==> src/rtl/core/rtb_pkg.sv <==
// Shared types, widths and codes for the repeating timer bank.
package rtb_pkg;

    localparam int NUM_TIMERS_DEF = 16;

    localparam int CMD_W  = 2;
    localparam int SLOT_W = 4;
    localparam int LEN_W  = 31;
    localparam int REP_W  = 17;
    localparam int TIME_W = 32;

    // repeat count of -1: the slot never runs out
    localparam logic [REP_W-1:0] REP_FOREVER = '1;

    typedef enum logic [CMD_W-1:0] {
        CMD_TICK   = 2'd0,
        CMD_ARM    = 2'd1,
        CMD_DISARM = 2'd2,
        CMD_CLEAR  = 2'd3
    } t_cmd;

    // per-field write enables of the slot memory
    typedef struct packed {
        logic start;
        logic period;
        logic reps;
    } t_mem_we;

    // one firing word handed to the output register
    typedef struct packed {
        logic              valid;
        logic [SLOT_W-1:0] slot;
        logic              final_fire;
        logic              last;
    } t_push;

endpackage

==> src/rtl/core/repeating_timer_bank.sv <==
// Repeating timer bank top level: command channel, slot memory, scan control and output register.
// Arm, disarm and disarm-all do not raise o_stall; the next word is accepted in the following cycle.
// A tick holds o_stall while the scan and the flush run. The scan reads one slot per cycle from
// the single-read-port slot memory while the output register keeps up, and then the flush runs.
// A held firing word that cannot enter the output register stalls the scan or the flush.
// Words leave in slot order, each held until the tick's next firing or the flush (last set).
// Reset (i_rst_n low, synchronous) clears all armed and pending flags; memory is not cleared.
module repeating_timer_bank import rtb_pkg::*; #(
    parameter int NUM_TIMERS = NUM_TIMERS_DEF
) (
    input  logic              i_clk,
    input  logic              i_rst_n,
    // command words
    input  logic              i_valid,
    output logic              o_stall,
    input  logic [CMD_W-1:0]  i_cmd,
    input  logic [SLOT_W-1:0] i_timer_slot,
    input  logic [LEN_W-1:0]  i_length_ms,
    input  logic [REP_W-1:0]  i_repeat_count,
    input  logic [TIME_W-1:0] i_now_ms,
    // firing words
    output logic              o_valid,
    input  logic              i_stall,
    output logic [SLOT_W-1:0] o_fired_slot,
    output logic              o_final_fire,
    output logic              o_last
);

    localparam int IW = (NUM_TIMERS > 1) ? $clog2(NUM_TIMERS) : 1;

    logic              rd_en;
    logic [IW-1:0]     rd_addr;
    logic [TIME_W-1:0] rd_start;
    logic [LEN_W-1:0]  rd_period;
    logic [REP_W-1:0]  rd_reps;
    logic [IW-1:0]     wr_addr;
    t_mem_we           we;
    logic [TIME_W-1:0] wd_start;
    logic [LEN_W-1:0]  wd_period;
    logic [REP_W-1:0]  wd_reps;
    t_push             push;
    logic              out_free;

    logic              r_o_valid;
    logic [SLOT_W-1:0] r_o_slot;
    logic              r_o_final;
    logic              r_o_last;

    // Per-slot start time, period and repeats left. Each tick reads slot i while
    // writing back slot i-1, so the read and write never meet on one entry and
    // no forwarding is needed; arms only happen between scans.
    rtb_slot_mem #(
        .NUM_TIMERS (NUM_TIMERS)
    ) u_mem (
        .i_clk       (i_clk),
        .i_rd_en     (rd_en),
        .i_rd_addr   (rd_addr),
        .o_rd_start  (rd_start),
        .o_rd_period (rd_period),
        .o_rd_reps   (rd_reps),
        .i_wr_addr   (wr_addr),
        .i_we        (we),
        .i_wd_start  (wd_start),
        .i_wd_period (wd_period),
        .i_wd_reps   (wd_reps)
    );

    // Command decode, armed/pending flags in flops, and the scan. The scan keeps
    // one firing in hand so that the final one of the tick can carry last.
    rtb_ctrl #(
        .NUM_TIMERS (NUM_TIMERS)
    ) u_ctrl (
        .i_clk          (i_clk),
        .i_rst_n        (i_rst_n),
        .i_valid        (i_valid),
        .o_stall        (o_stall),
        .i_cmd          (i_cmd),
        .i_timer_slot   (i_timer_slot),
        .i_length_ms    (i_length_ms),
        .i_repeat_count (i_repeat_count),
        .i_now_ms       (i_now_ms),
        .o_rd_en        (rd_en),
        .o_rd_addr      (rd_addr),
        .i_rd_start     (rd_start),
        .i_rd_period    (rd_period),
        .i_rd_reps      (rd_reps),
        .o_wr_addr      (wr_addr),
        .o_we           (we),
        .o_wd_start     (wd_start),
        .o_wd_period    (wd_period),
        .o_wd_reps      (wd_reps),
        .o_push         (push),
        .i_out_free     (out_free)
    );

    // Output register: free when empty or when its word leaves this cycle.
    assign out_free = !r_o_valid || !i_stall;

    always_ff @(posedge i_clk) begin
        if (!i_rst_n) begin
            r_o_valid <= 1'b0;
        end else if (push.valid) begin
            r_o_valid <= 1'b1;
        end else if (!i_stall) begin
            r_o_valid <= 1'b0;
        end
    end

    // payload only, no reset needed
    always_ff @(posedge i_clk) begin
        if (push.valid) begin
            r_o_slot  <= push.slot;
            r_o_final <= push.final_fire;
            r_o_last  <= push.last;
        end
    end

    assign o_valid      = r_o_valid;
    assign o_fired_slot = r_o_slot;
    assign o_final_fire = r_o_final;
    assign o_last       = r_o_last;

endmodule

==> src/rtl/core/rtb_slot_mem.sv <==
// Slot memory: start time, period and repeats left, one write and one registered read port.
module rtb_slot_mem import rtb_pkg::*; #(
    parameter int NUM_TIMERS = NUM_TIMERS_DEF,
    localparam int IW = (NUM_TIMERS > 1) ? $clog2(NUM_TIMERS) : 1
) (
    input  logic              i_clk,
    input  logic              i_rd_en,
    input  logic [IW-1:0]     i_rd_addr,
    output logic [TIME_W-1:0] o_rd_start,
    output logic [LEN_W-1:0]  o_rd_period,
    output logic [REP_W-1:0]  o_rd_reps,
    input  logic [IW-1:0]     i_wr_addr,
    input  t_mem_we           i_we,
    input  logic [TIME_W-1:0] i_wd_start,
    input  logic [LEN_W-1:0]  i_wd_period,
    input  logic [REP_W-1:0]  i_wd_reps
);

    logic [TIME_W-1:0] mem_start  [NUM_TIMERS];
    logic [LEN_W-1:0]  mem_period [NUM_TIMERS];
    logic [REP_W-1:0]  mem_reps   [NUM_TIMERS];

    logic [TIME_W-1:0] r_rd_start;
    logic [LEN_W-1:0]  r_rd_period;
    logic [REP_W-1:0]  r_rd_reps;

    always_ff @(posedge i_clk) begin
        if (i_we.start) begin
            mem_start[i_wr_addr] <= i_wd_start;
        end
        if (i_we.period) begin
            mem_period[i_wr_addr] <= i_wd_period;
        end
        if (i_we.reps) begin
            mem_reps[i_wr_addr] <= i_wd_reps;
        end
    end

    // read data holds while no read is issued
    always_ff @(posedge i_clk) begin
        if (i_rd_en) begin
            r_rd_start  <= mem_start[i_rd_addr];
            r_rd_period <= mem_period[i_rd_addr];
            r_rd_reps   <= mem_reps[i_rd_addr];
        end
    end

    assign o_rd_start  = r_rd_start;
    assign o_rd_period = r_rd_period;
    assign o_rd_reps   = r_rd_reps;

endmodule

==> src/rtl/core/rtb_ctrl.sv <==
// Command decode, slot flags and the read-modify-write scan over the slot memory.
module rtb_ctrl import rtb_pkg::*; #(
    parameter int NUM_TIMERS = NUM_TIMERS_DEF,
    localparam int IW = (NUM_TIMERS > 1) ? $clog2(NUM_TIMERS) : 1,
    localparam int CW = $clog2(NUM_TIMERS + 1)
) (
    input  logic              i_clk,
    input  logic              i_rst_n,
    input  logic              i_valid,
    output logic              o_stall,
    input  logic [CMD_W-1:0]  i_cmd,
    input  logic [SLOT_W-1:0] i_timer_slot,
    input  logic [LEN_W-1:0]  i_length_ms,
    input  logic [REP_W-1:0]  i_repeat_count,
    input  logic [TIME_W-1:0] i_now_ms,
    output logic              o_rd_en,
    output logic [IW-1:0]     o_rd_addr,
    input  logic [TIME_W-1:0] i_rd_start,
    input  logic [LEN_W-1:0]  i_rd_period,
    input  logic [REP_W-1:0]  i_rd_reps,
    output logic [IW-1:0]     o_wr_addr,
    output t_mem_we           o_we,
    output logic [TIME_W-1:0] o_wd_start,
    output logic [LEN_W-1:0]  o_wd_period,
    output logic [REP_W-1:0]  o_wd_reps,
    output t_push             o_push,
    input  logic              i_out_free
);

    typedef enum logic [2:0] {
        S_IDLE  = 3'b001,
        S_SCAN  = 3'b010,
        S_FLUSH = 3'b100
    } t_state;

    t_state                r_state;
    logic [NUM_TIMERS-1:0] r_armed;
    logic [NUM_TIMERS-1:0] r_started;
    logic [TIME_W-1:0]     r_now;
    logic [CW-1:0]         r_rd_idx;
    logic                  r_ev_valid;
    logic [IW-1:0]         r_ev_idx;
    logic                  r_hold_valid;
    logic [SLOT_W-1:0]     r_hold_slot;
    logic                  r_hold_final;

    logic              accept;
    t_cmd              cmd;
    logic              slot_ok;
    logic [IW-1:0]     slot_idx;
    logic              rd_more;
    logic              ev_armed;
    logic              ev_started;
    logic [TIME_W-1:0] start_eff;
    logic [TIME_W-1:0] elapsed;
    logic              fire;
    logic              rep_forever;
    logic              rep_dec;
    logic              ev_final;
    logic              ev_go;
    logic              adv;

    assign o_stall  = (r_state != S_IDLE);
    assign accept   = i_valid && (r_state == S_IDLE);
    assign cmd      = t_cmd'(i_cmd);
    assign slot_ok  = (32'(i_timer_slot) < 32'(NUM_TIMERS));
    assign slot_idx = IW'(i_timer_slot);

    // evaluate stage: memory word of r_ev_idx is on the read port
    assign rd_more     = (r_rd_idx != CW'(NUM_TIMERS));
    assign ev_armed    = r_armed[r_ev_idx];
    assign ev_started  = r_started[r_ev_idx];
    assign start_eff   = ev_started ? i_rd_start : r_now;
    assign elapsed     = r_now - start_eff;
    assign fire        = r_ev_valid && ev_armed && (elapsed >= {1'b0, i_rd_period});
    assign rep_forever = (i_rd_reps == REP_FOREVER);
    assign rep_dec     = (i_rd_reps != '0) && !i_rd_reps[REP_W-1];
    assign ev_final    = !rep_forever && !rep_dec;
    // a second firing with one already held needs the output register free
    assign ev_go       = !(fire && r_hold_valid && !i_out_free);
    assign adv         = !r_ev_valid || ev_go;

    assign o_rd_en   = (r_state == S_SCAN) && adv && rd_more;
    assign o_rd_addr = r_rd_idx[IW-1:0];

    // write port: arm writes length and repeats, scan writes start and repeats
    always_comb begin
        o_wr_addr   = r_ev_idx;
        o_we        = '0;
        o_wd_start  = r_now;
        o_wd_period = i_length_ms;
        o_wd_reps   = i_rd_reps - REP_W'(1);
        if (r_state == S_SCAN) begin
            o_we.start = r_ev_valid && ev_go && ev_armed && (!ev_started || fire);
            o_we.reps  = r_ev_valid && ev_go && fire && rep_dec;
        end else if (accept && (cmd == CMD_ARM) && slot_ok) begin
            o_wr_addr   = slot_idx;
            o_we.period = 1'b1;
            o_we.reps   = 1'b1;
            o_wd_reps   = i_repeat_count;
        end
    end

    always_comb begin
        o_push.valid      = 1'b0;
        o_push.slot       = r_hold_slot;
        o_push.final_fire = r_hold_final;
        o_push.last       = 1'b0;
        case (r_state)
            S_SCAN: begin
                o_push.valid = fire && r_hold_valid && ev_go;
            end
            S_FLUSH: begin
                o_push.valid = r_hold_valid && i_out_free;
                o_push.last  = 1'b1;
            end
            default: begin
                o_push.valid = 1'b0;
            end
        endcase
    end

    always_ff @(posedge i_clk) begin
        if (!i_rst_n) begin
            r_state      <= S_IDLE;
            r_armed      <= '0;
            r_started    <= '0;
            r_rd_idx     <= '0;
            r_ev_valid   <= 1'b0;
            r_ev_idx     <= '0;
            r_hold_valid <= 1'b0;
        end else begin
            case (r_state)
                S_IDLE: begin
                    if (accept) begin
                        case (cmd)
                            CMD_TICK: begin
                                r_now    <= i_now_ms;
                                r_rd_idx <= '0;
                                r_state  <= S_SCAN;
                            end
                            CMD_ARM: begin
                                if (slot_ok) begin
                                    r_armed[slot_idx]   <= 1'b1;
                                    r_started[slot_idx] <= 1'b0;
                                end
                            end
                            CMD_DISARM: begin
                                if (slot_ok) begin
                                    r_armed[slot_idx]   <= 1'b0;
                                    r_started[slot_idx] <= 1'b0;
                                end
                            end
                            default: begin
                                r_armed   <= '0;
                                r_started <= '0;
                            end
                        endcase
                    end
                end
                S_SCAN: begin
                    if (r_ev_valid && ev_go && ev_armed) begin
                        if (fire && ev_final) begin
                            r_armed[r_ev_idx]   <= 1'b0;
                            r_started[r_ev_idx] <= 1'b0;
                        end else begin
                            r_started[r_ev_idx] <= 1'b1;
                        end
                    end
                    if (fire && ev_go) begin
                        r_hold_valid <= 1'b1;
                        r_hold_slot  <= SLOT_W'(r_ev_idx);
                        r_hold_final <= ev_final;
                    end
                    if (adv) begin
                        if (rd_more) begin
                            r_ev_valid <= 1'b1;
                            r_ev_idx   <= r_rd_idx[IW-1:0];
                            r_rd_idx   <= r_rd_idx + CW'(1);
                        end else begin
                            r_ev_valid <= 1'b0;
                            r_state    <= S_FLUSH;
                        end
                    end
                end
                S_FLUSH: begin
                    if (!r_hold_valid) begin
                        r_state <= S_IDLE;
                    end else if (i_out_free) begin
                        r_hold_valid <= 1'b0;
                        r_state      <= S_IDLE;
                    end
                end
                default: begin
                    r_state <= S_IDLE;
                end
            endcase
        end
    end

    // a word leaves for the output register only when that register can take it
    a_push_free: assert property (@(posedge i_clk) disable iff (!i_rst_n)
        o_push.valid |-> i_out_free)
        else $error("firing pushed while output register busy");

    // a tick always ends with the held firing delivered
    a_idle_no_hold: assert property (@(posedge i_clk) disable iff (!i_rst_n)
        (r_state == S_IDLE) |-> !r_hold_valid)
        else $error("held firing left behind after scan");

    // the evaluate stage only carries a slot during a scan
    a_ev_in_scan: assert property (@(posedge i_clk) disable iff (!i_rst_n)
        r_ev_valid |-> (r_state == S_SCAN))
        else $error("evaluate stage active outside scan");

    // an accepted tick starts the scan at slot zero
    a_tick_scan: assert property (@(posedge i_clk) disable iff (!i_rst_n)
        (accept && (cmd == CMD_TICK)) |=> ((r_state == S_SCAN) && (r_rd_idx == '0)))
        else $error("tick did not start a scan");

    // the word pushed in the flush, which carries last, ends the tick
    a_flush_last: assert property (@(posedge i_clk) disable iff (!i_rst_n)
        (o_push.valid && (r_state == S_FLUSH)) |=> (r_state == S_IDLE))
        else $error("flush did not return to idle");

endmodule
==> config.mk <==
export PLATFORM = sky130hd
export DESIGN_NAME = repeating_timer_bank
export DESIGN_NICKNAME = d
export VERILOG_FILES = /design/src/rtl/core/rtb_pkg.sv /design/src/rtl/core/repeating_timer_bank.sv /design/src/rtl/core/rtb_slot_mem.sv /design/src/rtl/core/rtb_ctrl.sv
export SDC_FILE = /design/constraint.sdc
export NUM_CORES = 2
export LEC_CHECK = 0
export BUFFER_PORTS_ARGS = -buffer_cell sky130_fd_sc_hd__clkbuf_2
export CAP_MARGIN = 5
export CORE_MARGIN = 5
export CORE_UTILIZATION = 55
export CTS_CLUSTER_SIZE = 10
export DETAILED_ROUTE_END_ITERATION = 7
export PLACE_DENSITY = 0.84
export SETUP_SLACK_MARGIN = 0.15
export SLEW_MARGIN = 20
export SYNTH_ARGS = -nofsm -noshare
export SYNTH_HDL_FRONTEND = slang
export SYNTH_SLANG_ARGS = --single-unit
==> constraint.sdc <==
create_clock -name i_clk -period 8.75 [get_ports i_clk]
set_input_delay 1.75 -clock i_clk [delete_from_list [all_inputs] [get_ports i_clk]]
set_output_delay 1.75 -clock i_clk [all_outputs]
set_load 0.01 [all_outputs]
==> Yosys cells after proc, flatten, opt, wreduce, memory -nomap -nowiden <==
Memories as Yosys holds them, arrays and structs flattened. A register that Yosys moved wholly into a read port is not among the register bits.
Cells that the tools add are included.
{ "classes": {"n_addsub": 3, "n_lt_le_gt_ge": 5, "eq_ne": 19, "n_mux": 54, "n_bitwise": 8, "reduce_logical": 47} }
{ "op_table": {"columns": ["op", "count"], "rows": [
  ["2-to-1 mux 16 bit", 6],
  ["one-hot mux 16 bit (2 select lines)", 3],
  ["bitwise AND 16 bit", 4],
  ["one-hot mux 16 bit (3 select lines)", 1],
  ["2-to-1 mux 17 bit", 2],
  [">= comparator 32 x 31 -> 1 bit", 1],
  ["2-to-1 mux 32 bit", 1],
  ["NOT 16 bit", 2],
  ["bitwise OR 16 bit", 2],
  ["subtractor 32 bit", 1],
  ["logical AND 1 bit", 21],
  ["2-to-1 mux 1 bit", 20],
  ["2-to-1 mux 5 bit", 4],
  ["2-to-1 mux 3 bit", 6],
  ["equality test 17 bit, second input constant", 1],
  ["nonzero test 17 bit", 1],
  ["subtractor 17 x 1 -> 17 bit, second input constant", 1],
  ["AND reduction 5 bit", 3],
  ["!= test 2 bit, second input constant", 6],
  ["less-than comparator 4 x 5 -> 1 bit, second input constant", 2],
  ["one-hot mux 5 bit (2 select lines)", 1],
  ["zero test 1 bit", 9],
  ["one-hot mux 3 bit (3 select lines)", 1],
  ["binary-select mux 1 bit (select 4 bit)", 2],
  ["other kinds (22)", 35]
]} }
{ "word_totals": {"regBits": 90, "mem_bits_rw": 1280, "input_bits": 90, "out_inout_bits": 8, "elab_cells": 153, "n_memories": 3} }
{ "memory_table": {"columns": ["name", "words", "width", "read_ports", "rd_clocked_by_memory_dff", "write_ports", "line_no", "rtl"], "rows": [
  ["u_mem.mem_start", 16, 32, 1, 1, 1, "rtb_slot_mem.sv:19", "logic [TIME_W-1:0] mem_start [NUM_TIMERS];"],
  ["u_mem.mem_period", 16, 31, 1, 1, 1, "rtb_slot_mem.sv:20", "logic [LEN_W-1:0] mem_period [NUM_TIMERS];"],
  ["u_mem.mem_reps", 16, 17, 1, 1, 1, "rtb_slot_mem.sv:21", "logic [REP_W-1:0] mem_reps [NUM_TIMERS];"]
]} }

==> Depth between registers and ports, before layout <==
{ "depth": {"depth_word": 15, "depth_mapped": 28, "depth_no_buf": 26} }

==> Cells and area by module <==
A second synthesis with hierarchy kept.
{ "hier_totals": {"hier_cells": 3017, "area_unflattened_um2": 58060.7} }
{ "by_module_without_submodules": {"columns": ["module", "n_inst", "cells_each", "area_each_um2", "seq_area_each_um2"], "rows": [
  ["rtb_slot_mem", 1, 2102, 50395.8, 40839.2],
  ["rtb_ctrl", 1, 905, 7449.6, 2031.9],
  ["repeating_timer_bank", 1, 10, 215.2, 200.2]
]} }

==> Least setup slack after synthesis <==
Ideal clock, no wire load.
{ "synth_timing": {"kind": "register to register", "start": "register u_ctrl.r_ev_idx[1]", "end": "register u_mem.r_rd_period[0] (netlist: u_mem.o_rd_period[0]), read port of u_mem.mem_period (enable)", "setup_ps": 473, "t_arrival_ps": 7837, "slack_ps": 440, "stages_incl_launch_ff": 25, "n_path_buf": 2, "cell_sequence": "dfxtp_1 > buf_2 > mux4_2 > mux2i_1 > mux2i_2 > clkbuf_1 > mux2i_1 > ha_1 > o21a_1 > o21ai_0 > a31o_2 > a211o_1 > a211o_1 > and3_1 > o21ai_0 > a221oi_1 > xnor2_1 > ha_1 > a21o_1 > a21o_1 > or3_1 > o22a_1 > o21ai_2 > a21oi_1 > a21boi_2"} }
{ "synth_between": {"elab_chain_cells": 12, "elab_cells_between_ends": 15, "cone_classes": "add/sub: 1; order compare: 1; mux: 5; reduce/logical: 8"} }
{ "synth_lines": {"columns": ["item", "line_no", "rtl"], "rows": [
  ["from (decl)", "rtb_ctrl.sv:42", "logic [IW-1:0] r_ev_idx;"],
  ["from (signal assigned)", "rtb_ctrl.sv:178", "r_ev_idx <= r_rd_idx[IW-1:0];"],
  ["binary-select mux 1 bit (select 4 bit)", "rtb_ctrl.sv:72", "assign ev_started = r_started[r_ev_idx];"],
  ["2-to-1 mux 1 bit (implied by the code)", "rtb_ctrl.sv:72", null],
  ["2-to-1 mux 32 bit", "rtb_ctrl.sv:73", "assign start_eff = ev_started ? i_rd_start : r_now;"],
  ["subtractor 32 bit", "rtb_ctrl.sv:74", "assign elapsed = r_now - start_eff;"],
  [">= comparator 32 x 31 -> 1 bit", "rtb_ctrl.sv:75", "assign fire = r_ev_valid && ev_armed && (elapsed >= {1'b0, i_rd_period});"],
  ["logical AND 1 bit *", "rtb_ctrl.sv:75", null],
  ["logical AND 1 bit * (2 in a row)", "rtb_ctrl.sv:80", "assign ev_go = !(fire && r_hold_valid && !i_out_free);"],
  ["zero test 1 bit *", "rtb_ctrl.sv:80", null],
  ["logical OR 1 bit *", "rtb_ctrl.sv:81", "assign adv = !r_ev_valid || ev_go;"],
  ["logical AND 1 bit * (2 in a row)", "rtb_ctrl.sv:83", "assign o_rd_en = (r_state == S_SCAN) && adv && rd_more;"],
  ["via rd_en", "repeating_timer_bank.sv:31", "logic rd_en;"],
  ["to (decl)", "rtb_slot_mem.sv:24", "logic [LEN_W-1:0] r_rd_period;"]
]} }
Mark *: on every way through the listed nets, which the timed path passes. The rest lies on a longest branch. The select of a mux whose other input is x is not followed.
A chain may end at the register's enable or synchronous reset.

==> Final worst setup path <==
{ "layout_timing": {"start": "register u_ctrl.r_ev_idx[1]", "end": "memory u_mem.mem_start[7][9] (enable)"} }
{ "layout_between": {"elab_chain_cells": 15, "elab_cells_between_ends": 22, "cone_classes": "add/sub: 1; order compare: 1; mux: 10; reduce/logical: 10"} }
{ "layout_lines": {"columns": ["item", "line_no", "rtl"], "rows": [
  ["binary-select mux 1 bit (select 4 bit)", "rtb_ctrl.sv:72", null],
  ["2-to-1 mux 1 bit (implied by the code)", "rtb_ctrl.sv:72", null],
  ["2-to-1 mux 32 bit", "rtb_ctrl.sv:73", null],
  ["subtractor 32 bit", "rtb_ctrl.sv:74", null],
  [">= comparator 32 x 31 -> 1 bit", "rtb_ctrl.sv:75", null],
  ["logical AND 1 bit", "rtb_ctrl.sv:75", null],
  ["logical AND 1 bit (2 in a row)", "rtb_ctrl.sv:80", null],
  ["zero test 1 bit", "rtb_ctrl.sv:80", null],
  ["logical AND 1 bit (3 in a row)", "rtb_ctrl.sv:94", "o_we.start = r_ev_valid && ev_go && ev_armed && (!ev_started || fire);"],
  ["2-to-1 mux 1 bit", "rtb_ctrl.sv:93", "if (r_state == S_SCAN) begin"],
  ["2-to-1 mux 1 bit", "rtb_slot_mem.sv:28", "if (i_we.start) begin"],
  ["2-to-1 mux 1 bit (implied by the code)", "rtb_slot_mem.sv:29", "mem_start[i_wr_addr] <= i_wd_start;"],
  ["to (decl)", "rtb_slot_mem.sv:19", null]
]} }
Parallel ways exist; a longest one is shown, timed or not. The select of a mux whose other input is x is not followed.

==> results.txt <==
Fin crit share - 0.9334
TritonRoute pass-1 iters - 6
Stages on the worst setup path - 25
CTS sink cnt - 1,450
Initial antenna violation count - 14
GRT overflow - 0
Clock power frac - 0.431
Drt wl/cell - 32.68 um
Vias - 30,939
F_max - 122.4 MHz
Largest net degree at the start of global routing - 69
DRC - 0
Fin nets - 3,242
Die H - 335.5 um
Vias in the first global route - 31,546
Syn Area/Cell - 20.36 um^2
Setup-failing EPs final - 0
Buf/Inv on CP - 3
Die Wd - 335.5 um
CTS Buf Count - 164
Initial Util - 0.5535
GR Layer Usage met2 - 0.4351
Drt via density - 6.821
Buffer levels on the longest clock path - 3
Worst-Margin Slew - 1.185 ns
CORE AREA - 105,300 um^2
Sequential share of the synthesized area - 0.7392
Leak pwr - 20.30 nW
Commonest non-fill, non-tap cell in the layout - edfxtp_1
Syn-to-layout area delta - 12.91%
WS Path Type - reg -> reg
Syn Inst Count - 2,862
Worst Reg-to-Reg Cells - 25
Worst Hold Class - reg -> reg
Post-synthesis instance area - 58,270 um^2
WL final - 148,200 um
DP HPWL - 80,030 um
Setup_tns - 0 ns
DRT antenna net count - 0
Endpoints failing hold - 0
Clock skew - 0.05868 ns
Critical Path Slowest Stage Cell - dfxtp_1
Comb power frac - 0.029
Max-Slew Margin vs Limit - 0.2100
Reg power frac - 0.540
First-pass GRT wire length - 215,800 um
Clk slew on worst S/H paths - 0.06 ns
1st-iter DRT viols - 4,337
H-tree depth - 4
Power Density - 214.7 nW/um^2
Die ar. - 112,600 um^2
Clock Tree Root - clkbuf_16
P_int - 11.18 mW
Fin. max-slew vios - 0
Async set-reset flop share out of synthesis - 0
Grt met1 use - 0.3405
Gpl congestion - 0.9115
Most frequent cells in the layout - edfxtp_1 (1,403), mux4_2 (409), clkbuf_16 (164)
RSZ-0062 raised after global routing - no
Top delay family on crit path - compound AO/OA/AOI/OAI gates
WP data required - 9.22 ns
Met3 GRT Util - 0.07243
FILL cells - 6,606
Worst setup margin - 0.5831 ns
Warnings, synthesis - 0
CP Capture Type - flip-flop
Number of cells on the worst hold path - 0
Status - completed
Post-place setup slack - 0.8922 ns
Startpoint Class - flip-flop
Placed instance area - 61,100 um^2
IR drop worst, VDD - 0.0001652 V
Flops & latches, synth - 1,450
Worst-Skew Late Latency - 0.79 ns
Row count - 119
Switching portion of total power - 0.2083
Final min period - 8.167 ns
Max Cap Viol - 0
# IOs - 98
WP data arrival - 8.63 ns
Port Buf Inserts - 97
Total Routing Usage GR - 0.2659
Crit path largest cell delay - 0.63 ns
Worst-path maximum fanout - 25
CTS tree - built
Post-synth EDFFs - 1,403
Most used DFF post-synth - edfxtp_1
P_sw - 2.942 mW
Design Area, Final - 65,790 um^2
Yosys cell types - 72
Syn nets - 3,023
Gr busiest metal - met2
Layout cells sized above 1 - 0.2756
routing by layer:
layer | wire [um] | vias to the layer above
met2 | 74230 | 2428
met3 | 16550 | 426
li1 | - | 12322
met4 | 6710 | 8
met5 | 62 | -
met1 | 50670 | 15755
state kept, by name, summed over array words and instances, names as in the netlist, named ones only:
register / cells
u_mem.mem_reps: 272
u_mem.mem_period: 496
u_ctrl.r_hold_final: 1
o_valid: 1
o_last: 1
u_ctrl.r_ev_idx: 4
u_ctrl.r_hold_slot: 4
u_ctrl.r_rd_idx: 5
u_ctrl.r_state: 3
u_mem.mem_start: 512
u_mem.o_rd_period: 31
u_ctrl.o_wd_start: 32
u_mem.o_rd_start: 32
u_mem.o_rd_reps: 17
o_fired_slot: 4
o_final_fire: 1
u_ctrl.r_hold_valid: 1
u_ctrl.r_ev_valid: 1
u_ctrl.r_armed: 16
final cells by class:
cell class | count | area (um^2) | share of cell area
multi-input cells | 1216 | 14830 | 0.2254
diodes | 10 | 25.02 | 0.0003804
inverters | 53 | 198.9 | 0.003024
clock buffers | 201 | 4243 | 0.06449
well taps | 1391 | 1740 | 0.02645
flip-flops and latches | 1450 | 43090 | 0.6549
repair buffers | 196 | 1291 | 0.01963
clock inverters | 19 | 377.9 | 0.005743
power by group through the flow:
stage	sequential (mW)	combinational (mW)	clock (mW)
final	7.62	0.413	6.09
after global routing	7.62	0.441	6.50
after CTS	7.62	0.409	6.16
after detailed placement	7.76	0.398	0
after global placement	7.76	0.386	0
after floorplan	7.75	0.259	0
stage by stage:
step                power [mW]  utilization  hold WS [ns]  std cells
floorplan                8.007            -        0.4003       2862
global placement         8.144       0.5805        0.4123       4305
detailed placement       8.159       0.5805        0.4201       4305
CTS                      14.19       0.6244        0.4274       4525
global route             14.55       0.6249        0.4417       4531
finish                   14.12       0.6250        0.4297       4536
repair_timing:
item,4_1_cts,5_1_grt
endpoints found under the setup margin,0,18
buffers inserted,0,1
hold buffers,0,0
gates resized for setup,0,0
final timing paths:
check / from / endpoint / slack [ns]
min: u_ctrl.r_hold_slot[0]$_DFFE_PP_ / o_fired_slot[0]$_DFFE_PP_ / 0.43
max reg2reg: u_ctrl.r_ev_idx[1]$_SDFFE_PN0P_ / u_mem.mem_start[7][9]$_DFFE_PP_ / 0.58
max: u_ctrl.r_ev_idx[1]$_SDFFE_PN0P_ / u_mem.mem_start[7][9]$_DFFE_PP_ / 0.58
min reg2reg: u_ctrl.r_hold_slot[0]$_DFFE_PP_ / o_fired_slot[0]$_DFFE_PP_ / 0.43
kinds of logic (layout without fill, tap and decap cells):
family,Yosys count,after routing,share of synthesized area
AOI/OAI and AO/OA,302,302,0.03208
xor gates and xnor gates,41,41,0.006292
adders and majority gates,71,71,0.01537
buffers and inverters,196,469,0.01312
DFF,1450,1450,0.7392
muxes,446,446,0.1645
other,0,10,0
and+or+nand+nor,356,356,0.02946
cells in the mapped netlist (3+ instances only):
master / n / area, um^2
edfxtp_1: 1403 / 42130
mux4_2: 409 / 9211
a21oi_1: 109 / 545.5
clkbuf_1: 104 / 390.4
nand2_1: 96 / 360.4
nor2_1: 95 / 356.6
ha_1: 70 / 875.8
o21ai_0: 58 / 290.3
inv_1: 53 / 198.9
dfxtp_1: 47 / 940.9
nand3_1: 42 / 210.2
mux2i_1: 36 / 360.4
buf_1: 31 / 116.4
nor3_1: 26 / 130.1
a31oi_1: 25 / 156.4
xnor2_1: 25 / 219.0
o22ai_1: 21 / 131.4
nor2b_1: 20 / 125.1
nand4_1: 19 / 118.9
a21o_1: 17 / 127.6
xor2_1: 15 / 131.4
and3_1: 11 / 68.82
a2111oi_0: 10 / 87.58
and2_1: 7 / 43.79
o21a_1: 7 / 52.55
or3_1: 7 / 43.79
a211oi_1: 6 / 45.04
nand3b_1: 6 / 45.04
nor4_1: 6 / 37.54
a31o_2: 5 / 43.79
o2111ai_1: 5 / 43.79
buf_2: 4 / 20.02
nand2b_1: 4 / 25.02
nor3b_1: 4 / 30.03
a21boi_0: 3 / 22.52
a221o_1: 3 / 30.03
buf_6: 3 / 33.78
nand4b_1: 3 / 26.28
o21ai_2: 3 / 26.28
o2bb2ai_1: 3 / 26.28
worst reg2reg max path, delay by kind of cell (launching register included):
family	cells	cell delay, ns
AOI/OAI and AO/OA	9	2.28
adders and majority gates	2	0.79
buffers and inverters	3	0.85
and+or+nand+nor	6	1.81
xor gates and xnor gates	1	0.22
muxes	4	1.20
DFF	1	0.63
Note: power is estimated with default switching activity, not from simulation.
